--- config.mk ---
export PLATFORM = sky130hd
export DESIGN_NAME = assembly_token_scanner
export DESIGN_NICKNAME = d
export VERILOG_FILES = /design/src/hdl/ats_pkg.sv /design/src/hdl/ats_front.sv /design/src/hdl/ats_back.sv /design/src/hdl/assembly_token_scanner.sv
export SDC_FILE = /design/constraint.sdc
export NUM_CORES = 1
export LEC_CHECK = 0
export ABC_AREA = 1
export BUFFER_PORTS_ARGS = -buffer_cell sky130_fd_sc_hd__buf_4
export CAP_MARGIN = 15
export CORE_ASPECT_RATIO = 1.25
export CORE_MARGIN = 5
export CORE_UTILIZATION = 60
export CTS_BUF_LIST = sky130_fd_sc_hd__clkbuf_16
export DETAILED_ROUTE_END_ITERATION = 16
export PLACE_DENSITY = 0.78
export SYNTH_ARGS = -nofsm -noshare
export SYNTH_HDL_FRONTEND = slang
export SYNTH_SLANG_ARGS = --single-unit
--- constraint.sdc ---
create_clock -name clk_i -period 9 [get_ports clk_i]
set_clock_uncertainty 0.1 [all_clocks]
set_input_delay 0.45 -clock clk_i [delete_from_list [all_inputs] [get_ports clk_i]]
set_output_delay 0.45 -clock clk_i [all_outputs]
set_load 0.03 [all_outputs]
--- src/hdl/ats_pkg.sv ---
`timescale 1ns / 1ps
`default_nettype none

package ats_pkg;

  // character classes, worked out at the input side
  typedef enum logic [3:0] {
    CC_END,
    CC_SPACE,
    CC_ALPHA,
    CC_DIGIT,
    CC_DOT,
    CC_UNDER,
    CC_PCT,
    CC_COMMA,
    CC_COLON,
    CC_OTHER
  } ch_class_e;

  typedef struct packed {
    ch_class_e  cls;
    logic [7:0] ch;
  } cls_word_t;

  localparam int unsigned CQ_DEPTH = 2;
  localparam int unsigned CQ_AW    = $clog2(CQ_DEPTH);
  localparam int unsigned RQ_DEPTH = 4;
  localparam int unsigned RQ_AW    = $clog2(RQ_DEPTH);

  localparam logic [7:0] CH_NUL   = 8'h00;
  localparam logic [7:0] CH_DOT   = 8'h2e;
  localparam logic [7:0] CH_UNDER = 8'h5f;
  localparam logic [7:0] CH_PCT   = 8'h25;
  localparam logic [7:0] CH_COMMA = 8'h2c;
  localparam logic [7:0] CH_COLON = 8'h3a;

endpackage

`default_nettype wire

--- src/hdl/ats_front.sv ---
`timescale 1ns / 1ps
`default_nettype none

module ats_front
  import ats_pkg::*;
(
  input  wire logic      clk_i,
  input  wire logic      rst_ni,
  input  wire logic      push_i,
  output logic           full_o,
  input  wire logic [7:0] ch_i,
  output logic           word_valid_o,
  output cls_word_t      word_o,
  input  wire logic      word_take_i
);

  cls_word_t            mem_q [CQ_DEPTH];
  logic [CQ_AW-1:0]     wptr_q, rptr_q;
  logic [CQ_AW:0]       cnt_q, cnt_d;
  cls_word_t            in_word;
  logic                 do_push, do_pop;

  always_comb begin
    in_word.ch = ch_i;
    if (ch_i == CH_NUL) begin
      in_word.cls = CC_END;
    end else if (ch_i == 8'h20 || (ch_i >= 8'h09 && ch_i <= 8'h0d)) begin
      in_word.cls = CC_SPACE;
    end else if ((ch_i >= 8'h61 && ch_i <= 8'h7a) || (ch_i >= 8'h41 && ch_i <= 8'h5a)) begin
      in_word.cls = CC_ALPHA;
    end else if (ch_i >= 8'h30 && ch_i <= 8'h39) begin
      in_word.cls = CC_DIGIT;
    end else if (ch_i == CH_DOT) begin
      in_word.cls = CC_DOT;
    end else if (ch_i == CH_UNDER) begin
      in_word.cls = CC_UNDER;
    end else if (ch_i == CH_PCT) begin
      in_word.cls = CC_PCT;
    end else if (ch_i == CH_COMMA) begin
      in_word.cls = CC_COMMA;
    end else if (ch_i == CH_COLON) begin
      in_word.cls = CC_COLON;
    end else begin
      in_word.cls = CC_OTHER;
    end
  end

  assign full_o       = (cnt_q == (CQ_AW+1)'(CQ_DEPTH));
  assign word_valid_o = (cnt_q != '0);
  assign word_o       = mem_q[rptr_q];
  assign do_push      = push_i && !full_o;
  assign do_pop       = word_take_i && word_valid_o;

  always_comb begin
    cnt_d = cnt_q;
    if (do_push && !do_pop) begin
      cnt_d = cnt_q + 1'b1;
    end else if (!do_push && do_pop) begin
      cnt_d = cnt_q - 1'b1;
    end
  end

  always_ff @(posedge clk_i or negedge rst_ni) begin
    if (!rst_ni) begin
      wptr_q <= '0;
      rptr_q <= '0;
      cnt_q  <= '0;
    end else begin
      cnt_q <= cnt_d;
      if (do_push) begin
        wptr_q <= wptr_q + 1'b1;
      end
      if (do_pop) begin
        rptr_q <= rptr_q + 1'b1;
      end
    end
  end

  always_ff @(posedge clk_i) begin
    if (do_push) begin
      mem_q[wptr_q] <= in_word;
    end
  end

  a_cnt_bound: assert property (@(posedge clk_i) disable iff (!rst_ni)
    cnt_q <= (CQ_AW+1)'(CQ_DEPTH))
    else $error("class queue overfilled");

  a_push_grows: assert property (@(posedge clk_i) disable iff (!rst_ni)
    (do_push && !do_pop) |=> (cnt_q == $past(cnt_q) + 1'b1))
    else $error("accepted word not counted");

  a_pop_shrinks: assert property (@(posedge clk_i) disable iff (!rst_ni)
    (do_pop && !do_push) |=> (cnt_q == $past(cnt_q) - 1'b1))
    else $error("taken word not removed");

endmodule

`default_nettype wire

--- src/hdl/ats_back.sv ---
`timescale 1ns / 1ps
`default_nettype none

module ats_back
  import ats_pkg::*;
(
  input  wire logic       clk_i,
  input  wire logic       rst_ni,
  input  wire logic       word_valid_i,
  input  wire cls_word_t  word_i,
  output logic            word_take_o,
  output logic            empty_o,
  input  wire logic       pop_i,
  output logic [2:0]      tok_type_o,
  output logic [7:0]      tok_char_o,
  output logic            char_valid_o,
  output logic            first_of_token_o,
  output logic            last_of_token_o
);

  typedef enum logic [1:0] {
    MODE_IDLE,
    MODE_WORD,
    MODE_REG,
    MODE_NUM
  } mode_e;

  typedef struct packed {
    logic [2:0] tok_type;
    logic [7:0] tok_char;
    logic       char_valid;
    logic       first;
    logic       last;
  } res_t;

  localparam logic [2:0] TOK_IDENT     = 3'd0;
  localparam logic [2:0] TOK_DIRECTIVE = 3'd1;
  localparam logic [2:0] TOK_REGISTER  = 3'd2;
  localparam logic [2:0] TOK_NUMBER    = 3'd3;
  localparam logic [2:0] TOK_COMMA     = 3'd4;
  localparam logic [2:0] TOK_COLON     = 3'd5;
  localparam logic [2:0] TOK_UNKNOWN   = 3'd6;
  localparam logic [2:0] TOK_END       = 3'd7;

  mode_e            mode_q, mode_d;
  logic [2:0]       ht_q, ht_d;
  logic [7:0]       hc_q, hc_d;
  logic             hv_q, hv_d;
  logic             hf_q, hf_d;

  res_t             rq_q [RQ_DEPTH];
  logic [RQ_AW-1:0] wptr_q, rptr_q;
  logic [RQ_AW:0]   cnt_q, cnt_d;

  res_t             res_a, res_b, r0, r1;
  logic             a_ok, b_ok, ext_ok, take, do_pop;
  logic [1:0]       n_res;
  ch_class_e        cls;
  logic [7:0]       ch;
  res_t             head;

  assign cls = word_i.cls;
  assign ch  = word_i.ch;

  // room for two results is needed before a word is taken
  assign take   = word_valid_i && (cnt_q <= (RQ_AW+1)'(RQ_DEPTH - 2));
  assign do_pop = pop_i && !empty_o;
  assign word_take_o = take;

  always_comb begin
    ext_ok = 1'b0;
    case (mode_q)
      MODE_WORD: ext_ok = (cls == CC_ALPHA) || (cls == CC_DIGIT) ||
                          (cls == CC_DOT) || (cls == CC_UNDER);
      MODE_REG:  ext_ok = (cls == CC_ALPHA) || (cls == CC_DIGIT);
      MODE_NUM:  ext_ok = (cls == CC_DIGIT);
      default:   ext_ok = 1'b0;
    endcase
  end

  always_comb begin
    mode_d = mode_q;
    ht_d   = ht_q;
    hc_d   = hc_q;
    hv_d   = hv_q;
    hf_d   = hf_q;
    a_ok   = 1'b0;
    b_ok   = 1'b0;
    res_a  = '{tok_type: ht_q, tok_char: hc_q, char_valid: 1'b1, first: hf_q, last: 1'b0};
    res_b  = '{tok_type: TOK_UNKNOWN, tok_char: ch, char_valid: 1'b1, first: 1'b1, last: 1'b1};
    if (take) begin
      if (ext_ok) begin
        // release the held character, keep the new one back
        a_ok = hv_q;
        hc_d = ch;
        hv_d = 1'b1;
        hf_d = !hv_q;
      end else begin
        if (mode_q != MODE_IDLE) begin
          a_ok = 1'b1;
          res_a.last = 1'b1;
          if (!hv_q) begin
            // register with no characters
            res_a = '{tok_type: TOK_REGISTER, tok_char: CH_NUL, char_valid: 1'b0,
                      first: 1'b1, last: 1'b1};
          end
        end
        mode_d = MODE_IDLE;
        ht_d   = '0;
        hc_d   = '0;
        hv_d   = 1'b0;
        hf_d   = 1'b0;
        case (cls)
          CC_END: begin
            b_ok  = 1'b1;
            res_b = '{tok_type: TOK_END, tok_char: CH_NUL, char_valid: 1'b0,
                      first: 1'b1, last: 1'b1};
          end
          CC_SPACE: ;
          CC_ALPHA, CC_DOT: begin
            mode_d = MODE_WORD;
            ht_d   = (cls == CC_DOT) ? TOK_DIRECTIVE : TOK_IDENT;
            hc_d   = ch;
            hv_d   = 1'b1;
            hf_d   = 1'b1;
          end
          CC_PCT: begin
            mode_d = MODE_REG;
            ht_d   = TOK_REGISTER;
            hf_d   = 1'b1;
          end
          CC_DIGIT: begin
            mode_d = MODE_NUM;
            ht_d   = TOK_NUMBER;
            hc_d   = ch;
            hv_d   = 1'b1;
            hf_d   = 1'b1;
          end
          CC_COMMA: begin
            b_ok           = 1'b1;
            res_b.tok_type = TOK_COMMA;
          end
          CC_COLON: begin
            b_ok           = 1'b1;
            res_b.tok_type = TOK_COLON;
          end
          default: b_ok = 1'b1;
        endcase
      end
    end
  end

  // pack the results so the first one goes in at the write pointer
  always_comb begin
    r0    = a_ok ? res_a : res_b;
    r1    = res_b;
    n_res = {1'b0, a_ok} + {1'b0, b_ok};
    cnt_d = cnt_q + (RQ_AW+1)'(n_res) - (RQ_AW+1)'(do_pop);
  end

  assign head             = rq_q[rptr_q];
  assign empty_o          = (cnt_q == '0);
  assign tok_type_o       = head.tok_type;
  assign tok_char_o       = head.tok_char;
  assign char_valid_o     = head.char_valid;
  assign first_of_token_o = head.first;
  assign last_of_token_o  = head.last;

  always_ff @(posedge clk_i or negedge rst_ni) begin
    if (!rst_ni) begin
      mode_q <= MODE_IDLE;
      ht_q   <= '0;
      hc_q   <= '0;
      hv_q   <= 1'b0;
      hf_q   <= 1'b0;
      wptr_q <= '0;
      rptr_q <= '0;
      cnt_q  <= '0;
    end else begin
      mode_q <= mode_d;
      ht_q   <= ht_d;
      hc_q   <= hc_d;
      hv_q   <= hv_d;
      hf_q   <= hf_d;
      cnt_q  <= cnt_d;
      wptr_q <= wptr_q + RQ_AW'(n_res);
      if (do_pop) begin
        rptr_q <= rptr_q + 1'b1;
      end
    end
  end

  always_ff @(posedge clk_i) begin
    if (a_ok || b_ok) begin
      rq_q[wptr_q] <= r0;
    end
    if (a_ok && b_ok) begin
      rq_q[wptr_q + 1'b1] <= r1;
    end
  end

  a_rq_bound: assert property (@(posedge clk_i) disable iff (!rst_ni)
    cnt_q <= (RQ_AW+1)'(RQ_DEPTH))
    else $error("result queue overfilled");

  a_held_in_token: assert property (@(posedge clk_i) disable iff (!rst_ni)
    hv_q |-> (mode_q != MODE_IDLE))
    else $error("held character outside a token");

  a_end_to_idle: assert property (@(posedge clk_i) disable iff (!rst_ni)
    (take && cls == CC_END) |=> (mode_q == MODE_IDLE && !hv_q))
    else $error("end of text did not return to idle");

  a_num_held: assert property (@(posedge clk_i) disable iff (!rst_ni)
    (mode_q == MODE_NUM) |-> (hv_q && ht_q == TOK_NUMBER))
    else $error("number mode without a held digit");

endmodule

`default_nettype wire

--- src/hdl/assembly_token_scanner.sv ---
// assembly token scanner
// input: one ascii character per word on ch_i, written with push while
//   full is low; character 0 ends the text
// output: one token character per word on tok_type_o, tok_char_o,
//   char_valid_o, first_of_token_o and last_of_token_o, shown while
//   empty is low and taken with pop
// a character may be pushed every cycle; each one gives zero, one or two
//   result words, so the sustained rate is one character per cycle as long
//   as results are drained at the rate they are made
// a result is registered first in the class queue and then in the result
//   queue; the last character of a token is held back until the next
//   character shows the token has ended
// the front classifies characters into a two-word queue; the back steps
//   the token state on one word per cycle when the four-word result queue
//   has room for two results
// when pop stays low the result queue fills, the back stops taking
//   words, and full rises once the class queue is full; nothing is lost
// reset empties both queues and returns the scanner to idle
`timescale 1ns / 1ps
`default_nettype none

module assembly_token_scanner
  import ats_pkg::*;
(
  input  wire logic       clk_i,
  input  wire logic       rst_ni,
  input  wire logic       push,
  output logic            full,
  input  wire logic [7:0] ch_i,
  output logic            empty,
  input  wire logic       pop,
  output logic [2:0]      tok_type_o,
  output logic [7:0]      tok_char_o,
  output logic            char_valid_o,
  output logic            first_of_token_o,
  output logic            last_of_token_o
);

  logic      word_valid, word_take;
  cls_word_t word;

  ats_front u_front (
    .clk_i        (clk_i),
    .rst_ni       (rst_ni),
    .push_i       (push),
    .full_o       (full),
    .ch_i         (ch_i),
    .word_valid_o (word_valid),
    .word_o       (word),
    .word_take_i  (word_take)
  );

  ats_back u_back (
    .clk_i            (clk_i),
    .rst_ni           (rst_ni),
    .word_valid_i     (word_valid),
    .word_i           (word),
    .word_take_o      (word_take),
    .empty_o          (empty),
    .pop_i            (pop),
    .tok_type_o       (tok_type_o),
    .tok_char_o       (tok_char_o),
    .char_valid_o     (char_valid_o),
    .first_of_token_o (first_of_token_o),
    .last_of_token_o  (last_of_token_o)
  );

endmodule

`default_nettype wire
======== Word-level counts from Yosys, hierarchy flattened ========
Memory sizes are Yosys's and may differ from the RTL's.
Index checks and enable logic that the tools add are counted.
Widths: inputs -> output; s select.
operators by class
  add/subtract/negate cells ............... 10
  order comparisons ....................... 9
  equality and inequality tests ........... 18
  mux-type cells .......................... 42
  bitwise gates (word level) .............. 1
  reduce and logical (&&, ||, !) cells .... 33
operators by type and width
  cell                 count
  $mux 14              7
  $eq 8x6->1 const B   5
  $mux 4               8
  $mux 1               18
  $eq 4x3->1 const B   4
  $ge 8x7->1 const B   2
  $le 8x7->1 const B   2
  $mux 8               2
  $pmux 2 s3           2
  $logic_and 1x1->1    11
  $mux 11              1
  $pmux 3 s3           1
  $eq 4x2->1 const B   2
  $eq 8x7->1 const B   1
  $ge 8x4->1 const B   1
  $ge 8x6->1 const B   1
  $le 8x4->1 const B   1
  $le 8x6->1 const B   1
  $logic_not 8->1      1
  $add 2x1->2 const B  3
  $eq 2x2->1 const B   3
  $logic_or 1x1->1     6
  $reduce_bool 2->1    3
  $logic_not 1->1      5
  20 further kinds     22
storage, ports and cells
  register bits ........................... 26
  memory bits (writable) .................. 80
  input port bits ......................... 12
  output and inout bits ................... 16
  logic and storage cells ................. 126
  memories ................................ 2
memories
  name           words  width  read ports  clocked after Yosys merged registers in  write ports  line             RTL
  u_back.rq_q    4      14     1           0                                        2            ats_back.sv:51   res_t rq_q [RQ_DEPTH];
  u_front.mem_q  2      12     1           0                                        1            ats_front.sv:17  cls_word_t mem_q [CQ_DEPTH];

======== Longest topological paths before layout ========
Gate-level depths: netlist of the first run.
An unclocked memory read counts as a cell.
  depth after elaboration ................. 11
  depth in mapped cells ................... 20
  depth with buffers taken out ............ 17

======== Modules after synthesis ========
Synthesis of the first run repeated with hierarchy kept, for this count alone.
unflattened totals
  cell total of the unflattened synthesis .. 620
  area total of the unflattened synthesis .. 5375.2 um^2
modules (own cells, without submodules)
  module     instances  cells each  area each (um^2)  seq. area each (um^2)
  ats_back   1          478         4056.4            2062.0
  ats_front  1          142         1318.8            820.8

======== Worst setup path before layout of the first run ========
Ideal clock, no wire load.
  path kind ............................... register -> register
  start point ............................. register u_front.rptr_q
  end point ............................... register u_back.cnt_q[2]
  library setup time ...................... 0.129 ns
  data arrival time ....................... 2.661 ns
  required time ........................... 8.771 ns
  slack ................................... 6.110 ns
  stages on the path, launching flop included .. 18
  buffers on the path ..................... 2
  clock period less this slack ............ 2.890 ns
  cells stage by stage .................... dfrtp_1 -> buf_6 -> buf_4 -> nand2_2 -> nand3_1 -> nand2_1 -> inv_2 -> nand2_1 -> nand2_4 -> nor2_1 -> nand4_1 -> inv_1 -> ha_1 -> inv_1 -> ha_1 -> fa_1 -> xnor2_1 -> xor2_1
between the ends
  word-level cells in the longest chain between the ends .. 11
  elaborated cells on any way between the ends .. 20
  classes of those cells .................. add/sub: 3; eq/ne: 6; mux: 6; reduce/logical: 4; memory: 1
ends and longest elaborated chain
  what                           line                            RTL
  from (decl)                    ats_front.sv:18                 logic [CQ_AW-1:0] wptr_q, rptr_q;
  from (signal assigned)         ats_front.sv:74                 rptr_q <= rptr_q + 1'b1;
  $mem_v2 2x12 (*)               --
  $eq 4x2->1 (on tied branches)  --
  $logic_or 1x1->1               ats_back.sv:73, ats_back.sv:75
  $logic_or 1x1->1               ats_back.sv:73                  MODE_WORD: ext_ok = (cls == CC_ALPHA) || (cls == CC_DIGIT) ||
  $logic_or 1x1->1               ats_back.sv:74                  (cls == CC_DOT) || (cls == CC_UNDER);
  $pmux 1 s3                     ats_back.sv:72                  case (mode_q)
  $mux 1                         ats_back.sv:92                  if (ext_ok) begin
  $mux 1                         ats_back.sv:91                  if (take) begin
  $add 1x1->2 (*)                ats_back.sv:157                 n_res = {1'b0, a_ok} + {1'b0, b_ok};
  $add 3x2->3 (*)                ats_back.sv:158                 cnt_d = cnt_q + (RQ_AW+1)'(n_res) - (RQ_AW+1)'(do_pop);
  $sub 3x1->3 (*)                ats_back.sv:158
  via u_back.cnt_d[2]            ats_back.sv:53                  logic [RQ_AW:0] cnt_q, cnt_d;
  to (signal assigned)           ats_back.sv:185                 cnt_q <= cnt_d;
  to (decl)                      ats_back.sv:53
Mark *: on every way through the listed nets, which the timed path passes. The rest lies on a longest branch.
A chain may end at the register's enable or synchronous reset.

==> results by group, run 1 <==
Yosys
  – Mapped Nets: 666
  – Ranking of synthesized cells by area: edfxtp_1, nand2_1, dfrtp_1
  – Main synth FF type: edfxtp_1
  – Yosys top cell area share: 0.378
  – Post-Syn Area: 5400 um2
  – Top cells by count, synth: nand2_1, inv_1, edfxtp_1, nor2_1, o21ai_0
  – Distinct cells, synth: 37
  – Ys Warns: 0
  – Largest area contributor in the netlist: edfxtp_1
  – EDFF count, synth: 68
  – Most frequent cell after synthesis: nand2_1
  – Post-synthesis sequential area ratio: 0.534
  – Ys async rst share: 0.231
  – Syn avg cell area: 8.36 um2
  – Yosys reg bits: 104
  – Mapped Cells: 646

Route
  – Number of DRC markers in iteration 0: 305
  – Antenna Nets Post-Route: 0
  – Drt wl/cell: 14.5 um
  – Drt drc: 0
  – Wirelength, routed: 11.5 mm
  – Via count: 4,208
  – First-pass DRT Iterations: 6
  – Vias/cell: 5.31

Global route
  – GRT overflow: 0
  – Antenna violations before repair: 0
  – Vias in the first global route: 3,975
  – Total GRT Usage: 0.226
  – First-pass GRT wire length: 19.0 mm
  – Pin count of the biggest net entering global routing: 32

Die
  – Cell row count: 38
  – Die Area: 11,000 um2
  – Starting density of the core: 0.617
  – Die height: 116 um
  – IO Count: 28
  – Core ar.: 8750 um2
  – DIE WIDTH: 94.8 um

Power
  – Leakage: 2.76 nW
  – PwrDens: 379 nW/um2
  – Maximum VDD drop: 0.187 mV

CTS
  – H-Tree Depth: 3
  – Setup bufs post-CTS: 0
  – # hold bufs at CTS: 1
  – Post-CTS Resized: 0
  – CTS sink count: 104
  – CTS tree: built
  – Root Buffer: clkbuf_16
  – CTS buffer count: 9
  – Worst-path clk slew: 0.07 ns
  – Clock Tree Buf Depth: 2
  – Clock Latency Late Sink: 0.35 ns

Timing
  – Final setup vio count: 0
  – Tcrit/Tclk final: 0.503
  – Final count of hold timing violations: 0
  – WHS: 0.204 ns
  – Slew HR: 0.199
  – Crit path time final: 4.53 ns
  – Max Freq: 0.221 GHz
  – Final Max Slew Viols: 0
  – RSZ-0062 raised after global routing: false
  – Worst Tran Pin Value: 1.19 ns
  – Setup TNS: 0 ns

Setup path
  – CP Max Fanout: 21
  – FF-to-FF End: u_back.rq_q[3][12]
  – Setup crit end kind: flip-flop
  – FF-to-FF path depth: 10
  – RR Startpoint: u_back.cnt_q[0]
  – Crit path capture: u_back.rq_q[3][12]
  – Critical path origin: u_back.cnt_q[0]
  – CP startpoint kind: flip-flop
  – Required time of the worst setup path: 8.89 ns
  – Kind of critical path: flip-flop to flip-flop
  – Arr. time, crit path: 4.41 ns
  – Reg2reg setup slack: 4.47 ns

Min path
  – HP Class: input pin to flip-flop
  – Min-Delay Path Depth: 1

Place
  – Gpl congestion: 0.924
  – Port bufs: 27
  – Placed wire-length estimate: 8.56 mm

Final layout
  – Share of layout cells above drive strength 1: 0.121
  – Fill cells: 747
  – Finished Core Util: 0.682
  – Final nets: 687
  – Synthesis-to-finish area growth: 10.6%
  – ANT cells: 0

Status
  – Outcome: finished clean

Flow run
  – MaxCap Viol Count: 0
==> flip-flops by register name (all words and copies together) (netlist names) <==
signal / flops
u_back.hc_q: 8
u_front.wptr_q: 1
u_front.cnt_q: 2
u_front.rptr_q: 1
u_back.rq_q: 56
u_back.rptr_q: 2
u_back.hv_q: 1
u_back.cnt_q: 3
u_back.mode_q: 2
u_front.mem_q: 24
u_back.ht_q: 1
u_back.hf_q: 1
u_back.wptr_q: 2
==> final cells by class <==
type                            instances  area, um2  area share
Sequential cell                       104       2880       0.483
Multi-Input combinational cell        437       2080       0.348
Inverter                               83        314      0.0526
Clock buffer                           11        275      0.0461
Timing Repair Buffer                   32        240      0.0403
Tap cell                              120        150      0.0252
Clock inverter                          5       28.8     0.00482
==> cells in the final DEF, fill, tap and decap left out, types with 2 or more instances in the layout <==
cell type	Yosys	final
nand2_1	231	231
inv_1	71	73
edfxtp_1	68	68
nor2_1	52	52
o21ai_0	39	39
o22ai_1	31	31
buf_4	1	27
dfrtp_1	24	24
nand2_2	16	16
nand3_1	16	16
dfxtp_1	12	12
clkbuf_16	0	11
nor3_1	10	10
inv_2	9	9
ha_1	7	7
xor2_1	6	6
nand2_4	4	4
nand4_1	4	4
nand3_2	3	3
a21oi_1	3	3
clkbuf_4	0	3
clkinv_1	2	2
xnor2_1	2	2
o211ai_1	2	2
nor4_1	2	2
==> stage by stage <==
stage / power, mW / cells / worst slack, ns / area, um2
after floorplan: 1.60 / 646 / 6.11 / 5400
after global placement: 1.84 / 771 / 4.65 / 5630
after detailed placement: 1.88 / 771 / 4.54 / 5630
after CTS: 2.27 / 788 / 4.48 / 5940
after global routing: 2.44 / 792 / 4.15 / 5970
final: 2.26 / 792 / 4.47 / 5970
==> worst max-delay path: stages (launching register included) <==
cell     delay, ns
dfrtp_1       0.38
inv_1         0.08
o21ai_0       0.11
nor2_2        0.69
inv_2         0.25
nor2_1        0.34
nand4_1       0.17
ha_1          0.26
nor3_1        0.96
inv_1         0.28
nand2_1       0.52
==> cell families (layout without fill, tap and decap cells) <==
group | count (synthesis) | count (layout) | synth area share
simple gates | 342 | 342 | 0.268
compound gates | 79 | 79 | 0.0837
buf+inv | 105 | 131 | 0.0811
fa+ha+maj | 8 | 8 | 0.0199
flops | 104 | 104 | 0.534
xor+xnor | 8 | 8 | 0.0130
==> worst min path at each step <==
stage / from / end / slack, ns
finish: ch_i[4] / u_front.mem_q[1][4] / 0.20
global route: ch_i[4] / u_front.mem_q[1][4] / 0.19
CTS: ch_i[4] / u_front.mem_q[1][4] / 0.19
detailed placement: rst_ni / u_front.cnt_q[0] / 0.27
global placement: rst_ni / u_front.cnt_q[1] / 0.27
floorplan: rst_ni / u_back.cnt_q[0] / 0.05
==> layer usage <==
metal	track usage	vias to the layer above	share of wire
li1	-	2132	-
met1	0.282	1915	0.41
met2	0.383	136	0.51
met3	0.0390	25	0.053
met4	0.105	0	0.025
met5	0	-	0
==> power by group <==
group | internal [mW] | switching (mW) | leakage (nW)
clock network | 0.220 | 0.167 | 0.155
registers | 0.709 | 0.108 | 1.03
logic | 0.334 | 0.724 | 1.57
No activity file was read; power rests on OpenSTA's default activity.
==> run 2: changes to the inputs <==
- ABC_AREA: 1 -> 0
- CORE_UTILIZATION: 60 -> 55
- PLACE_DENSITY: 0.78 -> 0.76
- clock period: 9 -> 3.9 ns (I/O delays scaled with it)
==> run 2 against run 1 <==
- sequential power rose by 140%
- cell count fell by 20%
- synthesized area rose by 1.9%
- register-to-register slack got worse by 4.1 ns
- power rose by 120%
- clock-buffer cell count fell by 2
- core utilization fell by 4.7 points
- largest power group unchanged
==> results by group, run 2 <==
Status
  – Outcome: finished clean

Yosys
  – Yosys reg bits: 104
  – Largest area contributor in the netlist: edfxtp_1
  – Main synth FF type: edfxtp_1
  – Mapped Nets: 493
  – EDFF count, synth: 68
  – Distinct cells, synth: 65
  – Post-Syn Area: 5500 um2
  – Ranking of synthesized cells by area: edfxtp_1, dfrtp_1, mux4_2
  – Ys Warns: 0
  – Syn avg cell area: 11.6 um2
  – Most frequent cell after synthesis: edfxtp_1
  – Yosys top cell area share: 0.371
  – Post-synthesis sequential area ratio: 0.524
  – Ys async rst share: 0.231
  – Mapped Cells: 473
  – Top cells by count, synth: edfxtp_1, nand2_1, nor2_1, a32oi_1, dfrtp_1

Timing
  – WHS: 0.0151 ns
  – Final setup vio count: 0
  – Slew HR: 0.350
  – Final count of hold timing violations: 0
  – Crit path time final: 3.57 ns
  – Setup TNS: 0 ns
  – RSZ-0062 raised after global routing: false
  – Max Freq: 0.280 GHz
  – Final Max Slew Viols: 0
  – Tcrit/Tclk final: 0.915
  – Worst Tran Pin Value: 0.971 ns

Power
  – Combinational share of power: 0.443
  – Switching share of power: 0.404
  – Leakage: 2.24 nW
  – PwrDens: 813 nW/um2
  – Switching power: 2.02 mW
  – Clock power share: 0.174
  – Seq pwr share: 0.383
  – Internal: 2.99 mW
  – Maximum VDD drop: 0.287 mV

Route
  – Drt wl/cell: 18.5 um
  – Drt drc: 0
  – Vias/cell: 6.33
  – Antenna Nets Post-Route: 0
  – Via count: 3,993
  – Number of DRC markers in iteration 0: 288
  – First-pass DRT Iterations: 7
  – Wirelength, routed: 11.6 mm

Place
  – Gpl congestion: 0.931
  – Placed wire-length estimate: 8.35 mm
  – Port bufs: 27
  – Placed Cells: 610

CTS
  – Clock Latency Late Sink: 0.35 ns
  – CTS tree: built
  – # hold bufs at CTS: 5
  – CTS buffer count: 9
  – CTS sink count: 104
  – Clock Tree Buf Depth: 2
  – Root Buffer: clkbuf_16
  – Post-CTS Resized: 0
  – H-Tree Depth: 3
  – Worst-path clk slew: 0.07 ns
  – Setup bufs post-CTS: 0

Setup path
  – Kind of critical path: flip-flop to flip-flop
  – Worst-path cell chain: mux2i_1, a2111oi_4, a311oi_4, nand2_1, ha_1, or3b_1, a31o_2, o21ai_2, a22o_1
  – CP Max Fanout: 11
  – Required time of the worst setup path: 4.02 ns
  – CP bufs+invs: 0
  – Worst path slowest cell: mux2i_1
  – Setup crit end kind: flip-flop
  – Arr. time, crit path: 3.68 ns
  – CP startpoint kind: flip-flop
  – Crit path max-delay family: compound AO/OA/AOI/OAI gates
  – Crit path largest cell delay: 0.59 ns

Flow run
  – MaxCap Viol Count: 0

Die
  – Die Area: 12,100 um2
  – Die height: 122 um
  – Core ar.: 9710 um2
  – Cell row count: 40
  – Starting density of the core: 0.566
  – DIE WIDTH: 99.4 um
  – IO Count: 28

Final layout
  – Final cell count without fillers: 631
  – Most frequent cells in the layout: edfxtp_1, nand2_1, buf_4
  – Share of layout cells above drive strength 1: 0.174
  – Top flop regs: u_back.rq_q x56, u_front.mem_q x24, u_back.hc_q x8
  – Final nets: 520
  – Fill cells: 782
  – Largest Register: u_back.rq_q
  – ANT cells: 0
  – Max reg flops: 56
  – Synthesis-to-finish area growth: 12.2%
  – Most common cell after layout, fill and taps aside: edfxtp_1

Global route
  – Pin count of the biggest net entering global routing: 31
  – GRT overflow: 0
  – Vias in the first global route: 3,754
  – Antenna violations before repair: 0
  – Total GRT Usage: 0.201
  – First-pass GRT wire length: 19.1 mm

Min path
  – HP Class: input pin to flip-flop
[run 2: final cells by class]
type | instances | area [um2] | share of cell area
multi-input cells | 325 | 2430 | 0.395
inverters | 15 | 56.3 | 0.00913
clock buffers | 9 | 225 | 0.0365
well taps | 126 | 158 | 0.0256
flip-flops and latches | 104 | 2880 | 0.467
repair buffers | 45 | 350 | 0.0568
clock inverters | 7 | 62.6 | 0.0101
[run 2: cells by family (layout without fill, tap and decap cells)]
group	Yosys count	count (layout)	synth area share
AOI/OAI and AO/OA	141	141	0.192
xor gates and xnor gates	15	15	0.0239
buffers and inverters	44	76	0.0353
and+or+nand+nor	131	131	0.118
muxes	30	30	0.0874
adders and majority gates	8	8	0.0196
DFF	104	104	0.524
[run 2: worst reg2reg max path, cell delays in order (launching register included)]
cell       delay, ns
dfrtp_1         0.55
mux2i_1         0.59
a2111oi_4       0.15
a311oi_4        0.43
nand2_1         0.11
ha_1            0.27
or3b_1          0.46
a31o_2          0.26
o21ai_2         0.31
a22o_1          0.21
[run 2: power groups by stage]
| stage | Combinational, mW | Clock (mW) | Sequential (mW) |
|---|---|---|---|
| 3_3_place_gp | 2.14 | 0 | 1.91 |
| 2_1_floorplan | 1.76 | 0 | 1.76 |
| 4_1_cts | 2.22 | 0.881 | 1.92 |
| 3_5_place_dp | 2.20 | 0 | 1.94 |
| 6_report | 2.22 | 0.871 | 1.92 |
| 5_1_grt | 2.41 | 0.933 | 1.97 |
[run 2: per-stage QoR]
stage / setup WS (ns) / total power, mW / util / area (um2)
3_5_place_dp: 0.370 / 4.14 / 0.601 / 5830
6_report: 0.332 / 5.01 / 0.635 / 6170
3_3_place_gp: 0.566 / 4.05 / 0.601 / 5830
2_1_floorplan: 0.680 / 3.52 / - / 5500
4_1_cts: 0.365 / 5.02 / 0.635 / 6170
5_1_grt: 0.147 / 5.31 / 0.635 / 6170
[run 2: path summary, 6_finish.rpt]
check / from / end / slack [ns] / depth (start not counted)
setup reg to reg: u_front.rptr_q / u_back.rq_q[2][8] / 0.33 / 9
min in group asynchronous: rst_ni / u_front.wptr_q / 0.19 / 2
setup / recovery: u_front.rptr_q / u_back.rq_q[2][8] / 0.33 / 9
hold / removal: ch_i[2] / u_front.mem_q[0][2] / 0.02 / 1
hold reg to reg: u_back.rq_q[2][0] / u_back.rq_q[2][0] / 0.39 / 1
max in group asynchronous: rst_ni / u_back.hc_q[4] / 3.27 / 2
[run 2: layer usage]
layer	vias to the layer above	global-route usage	share of wire
met5	-	0	0
met4	0	0.0675	0.018
met3	26	0.0315	0.063
met2	183	0.350	0.51
met1	1917	0.257	0.40
li1	1867	-	-
==> run 3: changes to the inputs <==
- PLACE_DENSITY: 0.76 -> unset
- PLACE_DENSITY_LB_ADDON: unset -> 0.1
==> run 3 against run 2 <==
- worst hold slack improved by 0.010 ns
- core utilization grew 0.18 points
- clock-buffer cell count is the same
- non-clock buffer count rose by 6
- largest cell class unchanged
- critical endpoint is now u_back.rq_q[1][0]
- sequential cell count is the same
- first-iteration DRC count shrank 20%
- cell area grew 0.28%
- cell count is 0.95% higher
- die area unchanged
- via count is 0.83% lower
- sequential share of layout area shrank 0.13 points
==> results by group, run 3 (synthesis results as in run 2) <==
Timing
  – RSZ-0062 raised after global routing: false
  – WHS: 0.0254 ns
  – Max Freq: 0.289 GHz
  – Final count of hold timing violations: 0
  – Tcrit/Tclk final: 0.889
  – Setup TNS: 0 ns
  – Final setup vio count: 0
  – Worst Tran Pin Value: 0.962 ns
  – Final Max Slew Viols: 0
  – Slew HR: 0.359
  – Crit path time final: 3.47 ns

Setup path
  – Reg2reg setup slack: 0.43 ns
  – Kind of critical path: flip-flop to flip-flop
  – FF-to-FF path depth: 10
  – FF-to-FF End: u_back.rq_q[1][0]
  – CP Max Fanout: 15
  – CP startpoint kind: flip-flop
  – RR Startpoint: u_front.rptr_q
  – Critical path origin: u_front.rptr_q
  – Required time of the worst setup path: 4.01 ns
  – Arr. time, crit path: 3.57 ns
  – Setup crit end kind: flip-flop

Global route
  – GRT overflow: 0
  – First-pass GRT wire length: 19.6 mm
  – Antenna violations before repair: 0
  – Total GRT Usage: 0.209
  – Pin count of the biggest net entering global routing: 31
  – Vias in the first global route: 3,799

Route
  – Drt drc: 0
  – Wirelength, routed: 12.1 mm
  – First-pass DRT Iterations: 5
  – Antenna Nets Post-Route: 0
  – Vias/cell: 6.22
  – Via count: 3,960
  – Drt wl/cell: 19.0 um
  – Number of DRC markers in iteration 0: 230

Place
  – Port bufs: 27
  – Gpl congestion: 0.863
  – Placed wire-length estimate: 8.57 mm

Power
  – Maximum VDD drop: 0.367 mV
  – Tot Pwr: 4.98 mW
  – Leakage: 2.27 nW
  – PwrDens: 804 nW/um2

CTS
  – Root Buffer: clkbuf_16
  – CTS sink count: 104
  – Clock Latency Late Sink: 0.34 ns
  – Post-CTS Resized: 0
  – CTS buffer count: 9
  – Clock Tree Buf Depth: 2
  – CTS tree: built
  – Worst-path clk slew: 0.06 ns
  – H-Tree Depth: 3

Min path
  – HP Class: input pin to flip-flop
  – Hold Startpoint: ch_i[3]
  – Min-Delay Path Depth: 1
  – Hold path endpoint: u_front.mem_q[1][3]

Final layout
  – Max reg flops: 56
  – Share of layout cells above drive strength 1: 0.180
  – ANT cells: 0
  – Top flop regs: u_back.rq_q x56, u_front.mem_q x24, u_back.hc_q x8
  – Largest Register: u_back.rq_q
  – Most common cell after layout, fill and taps aside: edfxtp_1
  – Final nets: 526
  – Most frequent cells in the layout: edfxtp_1, buf_4, nand2_1
  – Synthesis-to-finish area growth: 12.5%

Status
  – Outcome: finished clean

Flow run
  – MaxCap Viol Count: 0

Die
  – DIE WIDTH: 99.4 um
  – IO Count: 28
  – Starting density of the core: 0.566
  – Cell row count: 40
  – Core ar.: 9710 um2
  – Die height: 122 um
  – Die Area: 12,100 um2
## run 3: critical path, cell delays in order (launching register included)
cell       delay [ns]
dfrtp_1          0.64
or3b_2           0.53
a2111oi_4        0.44
a311oi_4         0.13
nand2_1          0.10
ha_1             0.26
nor2_1           0.08
and2_1           0.30
or2_2            0.53
nor2_1           0.16
a21oi_1          0.06
## run 3: repair_timing
action                    4_1_cts  5_1_grt
hold endpoints to repair       34        0
hold buffers                    6        0
buffers inserted                0        0
## run 3: worst max-delay path by stage
stage / cells past startpoint / slack (ns) / to
floorplan: 12 / 0.68 / u_back.rq_q[0][6]
global placement: 10 / 0.53 / u_back.cnt_q[2]
detailed placement: 10 / 0.41 / u_back.cnt_q[2]
CTS: 10 / 0.41 / u_back.cnt_q[2]
global route: 10 / 0.21 / u_back.cnt_q[2]
finish: 10 / 0.43 / u_back.rq_q[1][0]
## run 3: final cells by class
class                      count  area, um2
fill                         785       3520
sequential                   104       2880
multi-input combinational    325       2430
timing repair buffer          51        398
clock buffer                   9        225
tap                          126        158
inverter                      15       56.3
clock inverter                 7       32.5
## run 3: per-layer routing
layer / wire length [um] / vias up / global-route usage
li1: - / 1877 / -
met1: 5070 / 1920 / 0.260
met2: 6110 / 140 / 0.360
met3: 660 / 23 / 0.0338
met4: 269 / 0 / 0.0863
met5: 0 / - / 0
## run 3: power by group
group | leakage (nW) | switching, mW | internal [mW]
clock network | 0.141 | 0.372 | 0.422
logic | 1.09 | 1.33 | 0.921
registers | 1.03 | 0.334 | 1.60
## run 3: through the flow
step,setup slack (ns),utilization,std cells,instance area [um2]
2_1_floorplan,0.680,-,473,5500
3_3_place_gp,0.529,0.605,615,5870
3_5_place_dp,0.412,0.605,615,5870
4_1_cts,0.414,0.637,637,6190
5_1_grt,0.209,0.637,637,6190
6_report,0.434,0.637,637,6190
